## src/hdl/tsi_pkg.sv

```systemverilog
package tsi_pkg;

	// Fixed widths of the fields on the stream ports.
	localparam int TGT_W       = 24;
	localparam int SRV_W       = 12;
	localparam int IN_TDATA_W  = 56;
	localparam int OUT_TDATA_W = 72;
	localparam int IN_PAD_W    = 6;
	localparam int OUT_PAD_W   = 5;

	// Configuration port.
	localparam int CFG_ADDR_W = 3;
	localparam int CFG_DATA_W = 12;

	localparam logic [CFG_ADDR_W-1:0] REG_LEFT_REVERSE    = 3'd0;
	localparam logic [CFG_ADDR_W-1:0] REG_RIGHT_REVERSE   = 3'd1;
	localparam logic [CFG_ADDR_W-1:0] REG_PEN_DRAW_WIDTH  = 3'd2;
	localparam logic [CFG_ADDR_W-1:0] REG_PEN_LIFT_WIDTH  = 3'd3;
	localparam logic [CFG_ADDR_W-1:0] REG_SERVO_MIN_WIDTH = 3'd4;
	localparam logic [CFG_ADDR_W-1:0] REG_SERVO_MAX_WIDTH = 3'd5;

	// Reset values of the servo widths.
	localparam int PEN_DRAW_RST  = 1000;
	localparam int PEN_LIFT_RST  = 2000;
	localparam int SERVO_MIN_RST = 500;
	localparam int SERVO_MAX_RST = 2500;
	localparam int SERVO_MID_RST = 1500;

	// Item kinds carried in the input tuser.
	localparam logic KIND_MOVE = 1'b0;
	localparam logic KIND_TICK = 1'b1;

	// Bit positions of the result fields in the output tdata.
	localparam int O_STEP_L    = 0;
	localparam int O_STEP_R    = 1;
	localparam int O_DIR_L     = 2;
	localparam int O_DIR_R     = 3;
	localparam int O_SERVO_LSB = 4;
	localparam int O_FAULT     = 16;
	localparam int O_BUSY      = 17;
	localparam int O_REJ       = 18;
	localparam int O_CNT_L_LSB = 19;
	localparam int O_CNT_R_LSB = 43;

	// Command queue between the front and the back.
	localparam int Q_DEPTH = 4;
	localparam int Q_PTR_W = 2;
	localparam int Q_CNT_W = 3;

	// A decoded input item as it waits in the queue.
	typedef struct packed {
		logic             is_tick;
		logic [TGT_W-1:0] target_left;
		logic [TGT_W-1:0] target_right;
		logic             relative;
		logic             draw;
	} cmd_t;

	// One result item.
	typedef struct packed {
		logic             step_left;
		logic             step_right;
		logic             dir_left_pin;
		logic             dir_right_pin;
		logic [SRV_W-1:0] servo_width;
		logic             servo_fault;
		logic             busy_res;
		logic             move_done;
		logic             rejected;
		logic [TGT_W-1:0] count_left;
		logic [TGT_W-1:0] count_right;
	} res_t;

endpackage

```

## src/hdl/tsi_front.sv

```systemverilog
module tsi_front (
	input  logic                                  clk,
	input  logic                                  arst_n,
	input  logic                                  in_valid,
	output logic                                  in_ready,
	// target_left[23:0], target_right[47:24], relative[48], draw[49], zeros above
	input  logic [tsi_pkg::IN_TDATA_W-1:0]         in_data,
	// kind[0]
	input  logic                                  in_user,
	output logic                                  push_valid,
	input  logic                                  push_ready,
	output tsi_pkg::cmd_t                         push_cmd
);

	logic          valid_s1;
	logic          live_q;
	tsi_pkg::cmd_t cmd_s1;

	// The stage takes a new transfer when empty or when its item leaves, and only once
	// the block has left reset.
	assign in_ready   = live_q && (!valid_s1 || push_ready);
	assign push_valid = valid_s1;
	assign push_cmd   = cmd_s1;

	always_ff @(posedge clk or negedge arst_n) begin
		if (!arst_n) begin
			valid_s1 <= 1'b0;
			live_q   <= 1'b0;
		end else begin
			live_q <= 1'b1;
			if (in_ready) begin
				valid_s1 <= in_valid;
			end
		end
	end

	// Decode the transfer and classify it as a move command or a tick.
	always_ff @(posedge clk) begin
		if (in_ready && in_valid) begin
			cmd_s1.is_tick      <= (in_user == tsi_pkg::KIND_TICK);
			cmd_s1.target_left  <= in_data[tsi_pkg::TGT_W-1:0];
			cmd_s1.target_right <= in_data[2*tsi_pkg::TGT_W-1:tsi_pkg::TGT_W];
			cmd_s1.relative     <= in_data[2*tsi_pkg::TGT_W];
			cmd_s1.draw         <= in_data[2*tsi_pkg::TGT_W+1];
		end
	end

endmodule

```

## src/hdl/tsi_fifo.sv

```systemverilog
module tsi_fifo (
	input  logic          clk,
	input  logic          arst_n,
	input  logic          push_valid,
	output logic          push_ready,
	input  tsi_pkg::cmd_t push_cmd,
	output logic          pop_valid,
	input  logic          pop_ready,
	output tsi_pkg::cmd_t pop_cmd
);

	tsi_pkg::cmd_t                 entry_q [tsi_pkg::Q_DEPTH];
	logic [tsi_pkg::Q_PTR_W-1:0]  wr_ptr_q;
	logic [tsi_pkg::Q_PTR_W-1:0]  rd_ptr_q;
	logic [tsi_pkg::Q_CNT_W-1:0]  count_q;
	logic                          push;
	logic                          pop;

	assign push_ready = (count_q != tsi_pkg::Q_CNT_W'(tsi_pkg::Q_DEPTH));
	assign pop_valid  = (count_q != '0);
	assign pop_cmd    = entry_q[rd_ptr_q];
	assign push       = push_valid && push_ready;
	assign pop        = pop_valid && pop_ready;

	// Pointers and fill level.
	always_ff @(posedge clk or negedge arst_n) begin
		if (!arst_n) begin
			wr_ptr_q <= '0;
			rd_ptr_q <= '0;
			count_q  <= '0;
		end else begin
			if (push) begin
				wr_ptr_q <= wr_ptr_q + tsi_pkg::Q_PTR_W'(1);
			end
			if (pop) begin
				rd_ptr_q <= rd_ptr_q + tsi_pkg::Q_PTR_W'(1);
			end
			if (push && !pop) begin
				count_q <= count_q + tsi_pkg::Q_CNT_W'(1);
			end else if (pop && !push) begin
				count_q <= count_q - tsi_pkg::Q_CNT_W'(1);
			end
		end
	end

	// Queue storage.
	always_ff @(posedge clk) begin
		if (push) begin
			entry_q[wr_ptr_q] <= push_cmd;
		end
	end

endmodule

```

## src/hdl/tsi_back.sv

```systemverilog
module tsi_back #(
	parameter int POS_BITS   = 24,
	parameter int SERVO_BITS = 12
) (
	input  logic                             clk,
	input  logic                             arst_n,
	input  logic                             cfg_we,
	input  logic [tsi_pkg::CFG_ADDR_W-1:0]   cfg_addr,
	input  logic [tsi_pkg::CFG_DATA_W-1:0]   cfg_wdata,
	input  logic                             pop_valid,
	output logic                             pop_ready,
	input  tsi_pkg::cmd_t                    cmd,
	output logic                             res_valid,
	input  logic                             res_ready,
	output tsi_pkg::res_t                    res
);

	localparam int EXT_W = (POS_BITS > tsi_pkg::TGT_W) ? POS_BITS : tsi_pkg::TGT_W;
	localparam logic [SERVO_BITS-1:0] DRAW_RST  = SERVO_BITS'(tsi_pkg::PEN_DRAW_RST);
	localparam logic [SERVO_BITS-1:0] LIFT_RST  = SERVO_BITS'(tsi_pkg::PEN_LIFT_RST);
	localparam logic [SERVO_BITS-1:0] MIN_RST   = SERVO_BITS'(tsi_pkg::SERVO_MIN_RST);
	localparam logic [SERVO_BITS-1:0] MAX_RST   = SERVO_BITS'(tsi_pkg::SERVO_MAX_RST);
	localparam logic [SERVO_BITS-1:0] MID_RST   = SERVO_BITS'(tsi_pkg::SERVO_MID_RST);
	localparam logic [POS_BITS-1:0]   POS_MIN   = {1'b1, {(POS_BITS-1){1'b0}}};
	localparam logic [POS_BITS-1:0]   POS_ONE   = POS_BITS'(1);

	// Configuration registers.
	logic                  left_rev_q, right_rev_q;
	logic [SERVO_BITS-1:0] draw_w_q, lift_w_q, min_w_q, max_w_q;

	// Motion state.
	logic [POS_BITS-1:0]   logical_l_q, logical_r_q, counted_l_q, counted_r_q;
	logic [POS_BITS-1:0]   rem_l_q, rem_r_q, major_q, minor_q;
	logic signed [POS_BITS:0] accum_q;
	logic                  minor_is_left_q, sign_l_q, sign_r_q, moving_q;
	logic [SERVO_BITS-1:0] servo_cur_q;

	// Next-state values.
	logic [POS_BITS-1:0]   logical_l_nxt, logical_r_nxt, counted_l_nxt, counted_r_nxt;
	logic [POS_BITS-1:0]   rem_l_nxt, rem_r_nxt, major_nxt, minor_nxt;
	logic signed [POS_BITS:0] accum_nxt;
	logic                  minor_is_left_nxt, sign_l_nxt, sign_r_nxt, moving_nxt;
	logic [SERVO_BITS-1:0] servo_cur_nxt;

	// Move command arithmetic.
	logic signed [EXT_W-1:0] tl_ext, tr_ext;
	logic [POS_BITS-1:0]   tgt_l, tgt_r, dist_l, dist_r, mag_l, mag_r;
	logic                  neg_l, neg_r;
	logic [SERVO_BITS-1:0] want, sw;
	logic                  fault;

	// Tick arithmetic.
	logic signed [POS_BITS:0] acc_add, acc_sub;
	logic                  sminor, sl, sr, done, rej, pins;

	logic                  fire;
	logic                  out_valid_q;
	tsi_pkg::res_t         res_q;
	tsi_pkg::res_t         res_nxt;

	assign pop_ready = !out_valid_q || res_ready;
	assign fire      = pop_valid && pop_ready;
	assign res_valid = out_valid_q;
	assign res       = res_q;

	// Configuration writes.
	always_ff @(posedge clk or negedge arst_n) begin
		if (!arst_n) begin
			left_rev_q  <= 1'b0;
			right_rev_q <= 1'b0;
			draw_w_q    <= DRAW_RST;
			lift_w_q    <= LIFT_RST;
			min_w_q     <= MIN_RST;
			max_w_q     <= MAX_RST;
		end else if (cfg_we) begin
			case (cfg_addr)
				tsi_pkg::REG_LEFT_REVERSE:    left_rev_q  <= cfg_wdata[0];
				tsi_pkg::REG_RIGHT_REVERSE:   right_rev_q <= cfg_wdata[0];
				tsi_pkg::REG_PEN_DRAW_WIDTH:  draw_w_q    <= SERVO_BITS'(cfg_wdata);
				tsi_pkg::REG_PEN_LIFT_WIDTH:  lift_w_q    <= SERVO_BITS'(cfg_wdata);
				tsi_pkg::REG_SERVO_MIN_WIDTH: min_w_q     <= SERVO_BITS'(cfg_wdata);
				tsi_pkg::REG_SERVO_MAX_WIDTH: max_w_q     <= SERVO_BITS'(cfg_wdata);
				default: ;
			endcase
		end
	end

	// Axis distances of a move. A relative offset is the distance itself.
	// Reversal negates the distance, which leaves its magnitude unchanged.
	always_comb begin
		tl_ext = EXT_W'($signed(cmd.target_left));
		tr_ext = EXT_W'($signed(cmd.target_right));
		tgt_l  = tl_ext[POS_BITS-1:0];
		tgt_r  = tr_ext[POS_BITS-1:0];
		dist_l = cmd.relative ? tgt_l : (tgt_l - logical_l_q);
		dist_r = cmd.relative ? tgt_r : (tgt_r - logical_r_q);
		mag_l  = dist_l[POS_BITS-1] ? ({POS_BITS{1'b0}} - dist_l) : dist_l;
		mag_r  = dist_r[POS_BITS-1] ? ({POS_BITS{1'b0}} - dist_r) : dist_r;
		neg_l  = left_rev_q ?
			((dist_l != '0) && (!dist_l[POS_BITS-1] || (dist_l == POS_MIN))) :
			dist_l[POS_BITS-1];
		neg_r  = right_rev_q ?
			((dist_r != '0) && (!dist_r[POS_BITS-1] || (dist_r == POS_MIN))) :
			dist_r[POS_BITS-1];
		want   = cmd.draw ? draw_w_q : lift_w_q;
	end

	// Error accumulator of the minor axis.
	always_comb begin
		acc_add = accum_q + $signed({1'b0, minor_q});
		acc_sub = acc_add - $signed({1'b0, major_q});
		sminor  = !acc_add[POS_BITS] && (acc_add != '0);
	end

	// Execution of the item at the head of the queue.
	always_comb begin
		logical_l_nxt     = logical_l_q;
		logical_r_nxt     = logical_r_q;
		counted_l_nxt     = counted_l_q;
		counted_r_nxt     = counted_r_q;
		rem_l_nxt         = rem_l_q;
		rem_r_nxt         = rem_r_q;
		major_nxt         = major_q;
		minor_nxt         = minor_q;
		accum_nxt         = accum_q;
		minor_is_left_nxt = minor_is_left_q;
		sign_l_nxt        = sign_l_q;
		sign_r_nxt        = sign_r_q;
		moving_nxt        = moving_q;
		servo_cur_nxt     = servo_cur_q;
		sw                = '0;
		fault             = 1'b0;
		sl                = 1'b0;
		sr                = 1'b0;
		done              = 1'b0;
		rej               = 1'b0;

		if (!cmd.is_tick) begin
			if (moving_q) begin
				rej = 1'b1;
			end else begin
				// Pen servo request.
				if (want != servo_cur_q) begin
					if ((want >= min_w_q) && (want <= max_w_q)) begin
						servo_cur_nxt = want;
						sw            = want;
					end else begin
						fault = 1'b1;
					end
				end
				logical_l_nxt = cmd.relative ? (tgt_l + logical_l_q) : tgt_l;
				logical_r_nxt = cmd.relative ? (tgt_r + logical_r_q) : tgt_r;
				// A move with any distance starts motion.
				if ((mag_l != '0) || (mag_r != '0)) begin
					sign_l_nxt        = neg_l;
					sign_r_nxt        = neg_r;
					rem_l_nxt         = mag_l;
					rem_r_nxt         = mag_r;
					minor_is_left_nxt = !(mag_l > mag_r);
					major_nxt         = (mag_l > mag_r) ? mag_l : mag_r;
					minor_nxt         = (mag_l > mag_r) ? mag_r : mag_l;
					accum_nxt         = '0;
					moving_nxt        = 1'b1;
				end
			end
		end else if (moving_q) begin
			accum_nxt = sminor ? acc_sub : acc_add;
			if (minor_is_left_q) begin
				sl = sminor && (rem_l_q != '0);
				sr = (rem_r_q != '0);
			end else begin
				sr = sminor && (rem_r_q != '0);
				sl = (rem_l_q != '0);
			end
			if (sl) begin
				rem_l_nxt     = rem_l_q - POS_ONE;
				counted_l_nxt = sign_l_q ? (counted_l_q + POS_ONE) : (counted_l_q - POS_ONE);
			end
			if (sr) begin
				rem_r_nxt     = rem_r_q - POS_ONE;
				counted_r_nxt = sign_r_q ? (counted_r_q + POS_ONE) : (counted_r_q - POS_ONE);
			end
			if ((rem_l_nxt == '0) && (rem_r_nxt == '0)) begin
				moving_nxt = 1'b0;
				done       = 1'b1;
			end
		end

		// Result fields show the state after the item.
		pins                  = moving_nxt || done;
		res_nxt.step_left     = sl;
		res_nxt.step_right    = sr;
		res_nxt.dir_left_pin  = pins && !sign_l_nxt;
		res_nxt.dir_right_pin = pins && !sign_r_nxt;
		res_nxt.servo_width   = tsi_pkg::SRV_W'(sw);
		res_nxt.servo_fault   = fault;
		res_nxt.busy_res      = moving_nxt;
		res_nxt.move_done     = done;
		res_nxt.rejected      = rej;
		res_nxt.count_left    = tsi_pkg::TGT_W'(counted_l_nxt);
		res_nxt.count_right   = tsi_pkg::TGT_W'(counted_r_nxt);
	end

	// State update.
	always_ff @(posedge clk or negedge arst_n) begin
		if (!arst_n) begin
			logical_l_q     <= '0;
			logical_r_q     <= '0;
			counted_l_q     <= '0;
			counted_r_q     <= '0;
			rem_l_q         <= '0;
			rem_r_q         <= '0;
			major_q         <= '0;
			minor_q         <= '0;
			accum_q         <= '0;
			minor_is_left_q <= 1'b0;
			sign_l_q        <= 1'b0;
			sign_r_q        <= 1'b0;
			moving_q        <= 1'b0;
			servo_cur_q     <= MID_RST;
		end else if (fire) begin
			logical_l_q     <= logical_l_nxt;
			logical_r_q     <= logical_r_nxt;
			counted_l_q     <= counted_l_nxt;
			counted_r_q     <= counted_r_nxt;
			rem_l_q         <= rem_l_nxt;
			rem_r_q         <= rem_r_nxt;
			major_q         <= major_nxt;
			minor_q         <= minor_nxt;
			accum_q         <= accum_nxt;
			minor_is_left_q <= minor_is_left_nxt;
			sign_l_q        <= sign_l_nxt;
			sign_r_q        <= sign_r_nxt;
			moving_q        <= moving_nxt;
			servo_cur_q     <= servo_cur_nxt;
		end
	end

	// Output register: holds a result until the transfer completes.
	always_ff @(posedge clk or negedge arst_n) begin
		if (!arst_n) begin
			out_valid_q <= 1'b0;
		end else if (pop_ready) begin
			out_valid_q <= pop_valid;
		end
	end

	always_ff @(posedge clk) begin
		if (fire) begin
			res_q <= res_nxt;
		end
	end

endmodule

```

## src/hdl/two_axis_step_interpolator_top.sv

```systemverilog
// Path: a result passes the input register, then the command queue, then the
// execution unit's output register; a stall on either side can hold it on the way.
// Throughput: one item per cycle unless the output stalls, set by the execution unit.
// A four-entry queue lets the input side keep taking items while the output is stalled.
// Reset: arst_n clears control, positions and motion state asynchronously, loads the
// register reset values and the middle servo width; no item is taken while it is low,
// and the input side opens once a live flag has been registered after it rises.
module two_axis_step_interpolator_top #(
	parameter int POS_BITS   = 24,
	parameter int SERVO_BITS = 12
) (
	input  logic                                clk,
	input  logic                                arst_n,
	input  logic                                s_axis_tvalid,
	output logic                                s_axis_tready,
	// target_left[23:0], target_right[47:24], relative[48], draw[49], zeros [55:50]
	input  logic [tsi_pkg::IN_TDATA_W-1:0]       s_axis_tdata,
	// kind[0]
	input  logic                                s_axis_tuser,
	output logic                                m_axis_tvalid,
	input  logic                                m_axis_tready,
	// step_left[0], step_right[1], dir_left_pin[2], dir_right_pin[3], servo_width[15:4],
	// servo_fault[16], busy_res[17], rejected[18], count_left[42:19],
	// count_right[66:43], zeros [71:67]
	output logic [tsi_pkg::OUT_TDATA_W-1:0]      m_axis_tdata,
	// move_done
	output logic                                m_axis_tlast,
	input  logic                                cfg_we,
	input  logic [tsi_pkg::CFG_ADDR_W-1:0]       cfg_addr,
	input  logic [tsi_pkg::CFG_DATA_W-1:0]       cfg_wdata
);

	logic          push_valid, push_ready, pop_valid, pop_ready;
	tsi_pkg::cmd_t push_cmd, pop_cmd;
	tsi_pkg::res_t res;

	tsi_front u_front (
		.clk        (clk),
		.arst_n     (arst_n),
		.in_valid   (s_axis_tvalid),
		.in_ready   (s_axis_tready),
		.in_data    (s_axis_tdata),
		.in_user    (s_axis_tuser),
		.push_valid (push_valid),
		.push_ready (push_ready),
		.push_cmd   (push_cmd)
	);

	tsi_fifo u_fifo (
		.clk        (clk),
		.arst_n     (arst_n),
		.push_valid (push_valid),
		.push_ready (push_ready),
		.push_cmd   (push_cmd),
		.pop_valid  (pop_valid),
		.pop_ready  (pop_ready),
		.pop_cmd    (pop_cmd)
	);

	tsi_back #(
		.POS_BITS   (POS_BITS),
		.SERVO_BITS (SERVO_BITS)
	) u_back (
		.clk       (clk),
		.arst_n    (arst_n),
		.cfg_we    (cfg_we),
		.cfg_addr  (cfg_addr),
		.cfg_wdata (cfg_wdata),
		.pop_valid (pop_valid),
		.pop_ready (pop_ready),
		.cmd       (pop_cmd),
		.res_valid (m_axis_tvalid),
		.res_ready (m_axis_tready),
		.res       (res)
	);

	// Pack the result fields from the lowest bit up.
	assign m_axis_tdata = {
		{tsi_pkg::OUT_PAD_W{1'b0}},
		res.count_right,
		res.count_left,
		res.rejected,
		res.busy_res,
		res.servo_fault,
		res.servo_width,
		res.dir_right_pin,
		res.dir_left_pin,
		res.step_right,
		res.step_left
	};
	assign m_axis_tlast = res.move_done;

endmodule

```

## config.mk

```make
export PLATFORM = sky130hd
export DESIGN_NAME = two_axis_step_interpolator_top
export DESIGN_NICKNAME = d
export VERILOG_FILES = /design/src/hdl/tsi_pkg.sv /design/src/hdl/tsi_front.sv /design/src/hdl/tsi_fifo.sv /design/src/hdl/tsi_back.sv /design/src/hdl/two_axis_step_interpolator_top.sv
export SDC_FILE = /design/constraint.sdc
export NUM_CORES = 1
export LEC_CHECK = 0
export BUFFER_PORTS_ARGS = -buffer_cell sky130_fd_sc_hd__buf_2
export CORE_UTILIZATION = 45
export CTS_CLUSTER_SIZE = 10
export DETAILED_ROUTE_END_ITERATION = 10
export PLACE_DENSITY_LB_ADDON = 0.12
export SYNTH_ARGS = -nofsm -noshare
export SYNTH_HDL_FRONTEND = slang
export SYNTH_HIERARCHICAL = 1
export SYNTH_SLANG_ARGS = --single-unit
```

## constraint.sdc

```tcl
create_clock -name clk -period 7.9 [get_ports clk]
set_input_delay 0.395 -clock clk [delete_from_list [all_inputs] [get_ports clk]]
set_output_delay 0.395 -clock clk [all_outputs]
set_load 0.05 [all_outputs]
```

==> results.json <==
{
  "status": "completed",
  "ys_seq_area_frac": 0.431,
  "drc_errors": 0,
  "pre_cts_ws_ps": 450,
  "grt_setup_unrepaired": "false",
  "rows": 108,
  "setup_slack_ps": 591,
  "hpwl_um": 72600,
  "critPathKind": "reg -> reg",
  "mostFrequentLayoutCells": "nand2_1, edfxtp_1, dfrtp_1",
  "io_buffers": 140,
  "hp-class": "in -> reg",
  "finalSetupViolCount": 0,
  "cts_max_level": 3,
  "critPathLaunch": "u_fifo/rd_ptr_q[0]",
  "drive_above_1_share": 0.150,
  "crit_end": "u_back/major_q[14]",
  "synth_edf_count": 323,
  "fin_worst_skew_ps": 26.9,
  "fp.dieW_um": 298,
  "max_freq_ghz": 0.137,
  "max_slew_margin": 0.342,
  "nets": 4387,
  "cap_violations": 0,
  "regToRegSetupSlack_ps": 590,
  "slowest_stage": "or4_1",
  "cp_max_fo": 16,
  "grtUsageTotal": 0.226,
  "wl_per_cell_um": 19.2,
  "clkTransAtPathRegs_ps": 60,
  "multiInputGateArea_sq_mm": 0.0207,
  "grt_pass1_wl_um": 161000,
  "post_dp_cell_area_sq_mm": 0.0417,
  "ys_warn_count": 6,
  "dieArea_sq_mm": 0.0891,
  "cp_slowest_stage_delay_ps": 610,
  "hold_violations": 0,
  "drt_iter0_drc": 1937,
  "critPathLaunchType": "flip-flop",
  "overflow": 0,
  "r2r-end": "u_back/major_q[14]",
  "critPathCaptureType": "flip-flop",
  "viasPerCell": 5.63,
  "synth_cell_types": 121,
  "crit_required_ps": 8380,
  "initial_utilization": 0.455,
  "r2r-start": "u_fifo/rd_ptr_q[0]",
  "syn_inst": 3858,
  "avgSynthCellArea_sq_um": 10.3,
  "async_flop_share": 0.476,
  "gp_congestion": 0.898,
  "crit_top_cell": "a21oi_1",
  "ys.flop_type": "edfxtp_1",
  "design.core.area_sq_mm": 0.0869,
  "ant_nets": 0,
  "fin_crit_sh": 0.925,
  "final_common_cell": "nand2_1",
  "cts_tree": "done",
  "cp.arrival_ps": 7790,
  "cts_resized": 0,
  "grt_start_max_net_pins": 134,
  "clock_path_buffers": 3,
  "vias": 29712,
  "reg2reg_depth": 28,
  "regArea_sq_mm": 0.0171,
  "drtPass1Iterations": 6,
  "area_growth_pct": 12.9,
  "cts.sinks": 616,
  "clock_latency_ps": 640,
  "timing.final.max_slew_violations": 0,
  "ioPinCount": 152,
  "cts-root-buf": "clkbuf_16",
  "fillers": 7874,
  "syn_area_sq_mm": 0.0396,
  "antenna_found_initial": 0,
  "final_area_sq_mm": 0.0447,
  "wl_um": 101000,
  "numCtsBuffers": 76,
  "die_h_um": 298,
  "fin_tns_setup_ps": 0,
  "ys_ff_latch": 616,
  "min_period_ps": 7310,
  "grt_pass1_vias": 28968,
  "diodes": 0,
  "tightest_slew_ps": 962
}
[cell families (layout without fill, tap and decap cells)]
kind of cell    after synthesis  count (layout)  synth area share
compound gates              952             952             0.164
xor+xnor                    198             198            0.0442
fa+ha+maj                   250             250            0.0808
buf+inv                     424             681            0.0469
flops                       616             616             0.431
mux                         256             256            0.0855
other cells                   2               6          0.000190
simple gates               1160            1161             0.147
[registers in the layout, indices dropped and copies added, names as in the netlist, 2 cells and up]
| signal | flops |
|---|---|
| u_back/counted_r_q | 24 |
| u_back/max_w_q | 12 |
| u_fifo/wr_ptr_q | 2 |
| u_back/draw_w_q | 12 |
| u_back/lift_w_q | 12 |
| u_back/logical_r_q | 24 |
| u_front/push_cmd | 51 |
| u_back/rem_r_q | 24 |
| u_back/major_q | 24 |
| u_back/rem_l_q | 24 |
| u_back/res | 68 |
| u_back/min_w_q | 12 |
| u_back/logical_l_q | 24 |
| u_back/minor_q | 24 |
| u_back/counted_l_q | 24 |
| u_back/accum_q | 25 |
| u_back/servo_cur_q | 12 |
| u_fifo/rd_ptr_q | 2 |
| u_fifo/entry_q | 204 |
| u_fifo/count_q | 3 |
[Yosys cell counts, drive strengths merged, types with 52 or more instances]
master	number	area, sq um
o21ai	243	1220
edfxtp	323	9700
nor2	205	777
nand2b	57	357
or3	53	332
ha	241	3020
xor2	52	463
nand2	397	1490
mux2i	86	877
clkbuf	107	402
buf	74	542
nand3	65	335
nor2b	55	344
a21oi	202	1020
xnor2	146	1290
mux2	119	1340
nor3	101	527
dfrtp	263	6580
a21o	64	488
inv	241	905
[routing by layer]
metal	wire length, um	track usage
met3	4800	0.0332
met1	46600	0.308
met5	0	0
met4	2290	0.0647
met2	47700	0.373
[metrics by stage]
step / std cells / util / hold slack [ps]
after floorplan: 3862 / - / 99.4
after global placement: 5079 / 0.480 / 400
after detailed placement: 5079 / 0.480 / 409
after CTS: 5273 / 0.514 / 0.316
after global routing: 5275 / 0.514 / 30.3
final: 5275 / 0.514 / 29.2
[worst min-delay path by stage]
stage | from | slack (ps) | endpoint | cells past startpoint
final | cfg_wdata[8] | 30 | u_back/min_w_q[8] | 3
after detailed placement | arst_n | 410 | u_back/accum_q[24] | 1
after CTS | cfg_wdata[2] | 0.3 | u_back/min_w_q[2] | 3
after floorplan | arst_n | 100 | u_back/accum_q[0] | 0
after global placement | arst_n | 400 | u_back/accum_q[24] | 1
after global routing | cfg_wdata[3] | 30 | u_back/max_w_q[3] | 2
[area by class of cell]
cell class | count | area share
timing repair buffer | 300 | 0.0484
multi-input combinational | 2823 | 0.463
sequential | 616 | 0.382
tap | 1155 | 0.0324
clock inverter | 13 | 0.00415
inverter | 243 | 0.0205
clock buffer | 125 | 0.0490
[worst max-delay path, delay by kind of cell (launching register included)]
| family | cells | cell delay [ps] |
|---|---|---|
| simple gates | 5 | 1240 |
| buf+inv | 5 | 800 |
| xor+xnor | 1 | 300 |
| fa+ha+maj | 3 | 860 |
| mux | 1 | 550 |
| compound gates | 13 | 2790 |
| flops | 1 | 590 |
[what timing repair did]
item	in CTS	in global routing
endpoints found under the hold margin	116	0
endpoints found under the setup margin	0	24
buffers inserted	0	1
hold buffers	56	0
Power is not shown: default switching activity piles up to over one toggle a cycle in this logic, so the estimate is an artifact.
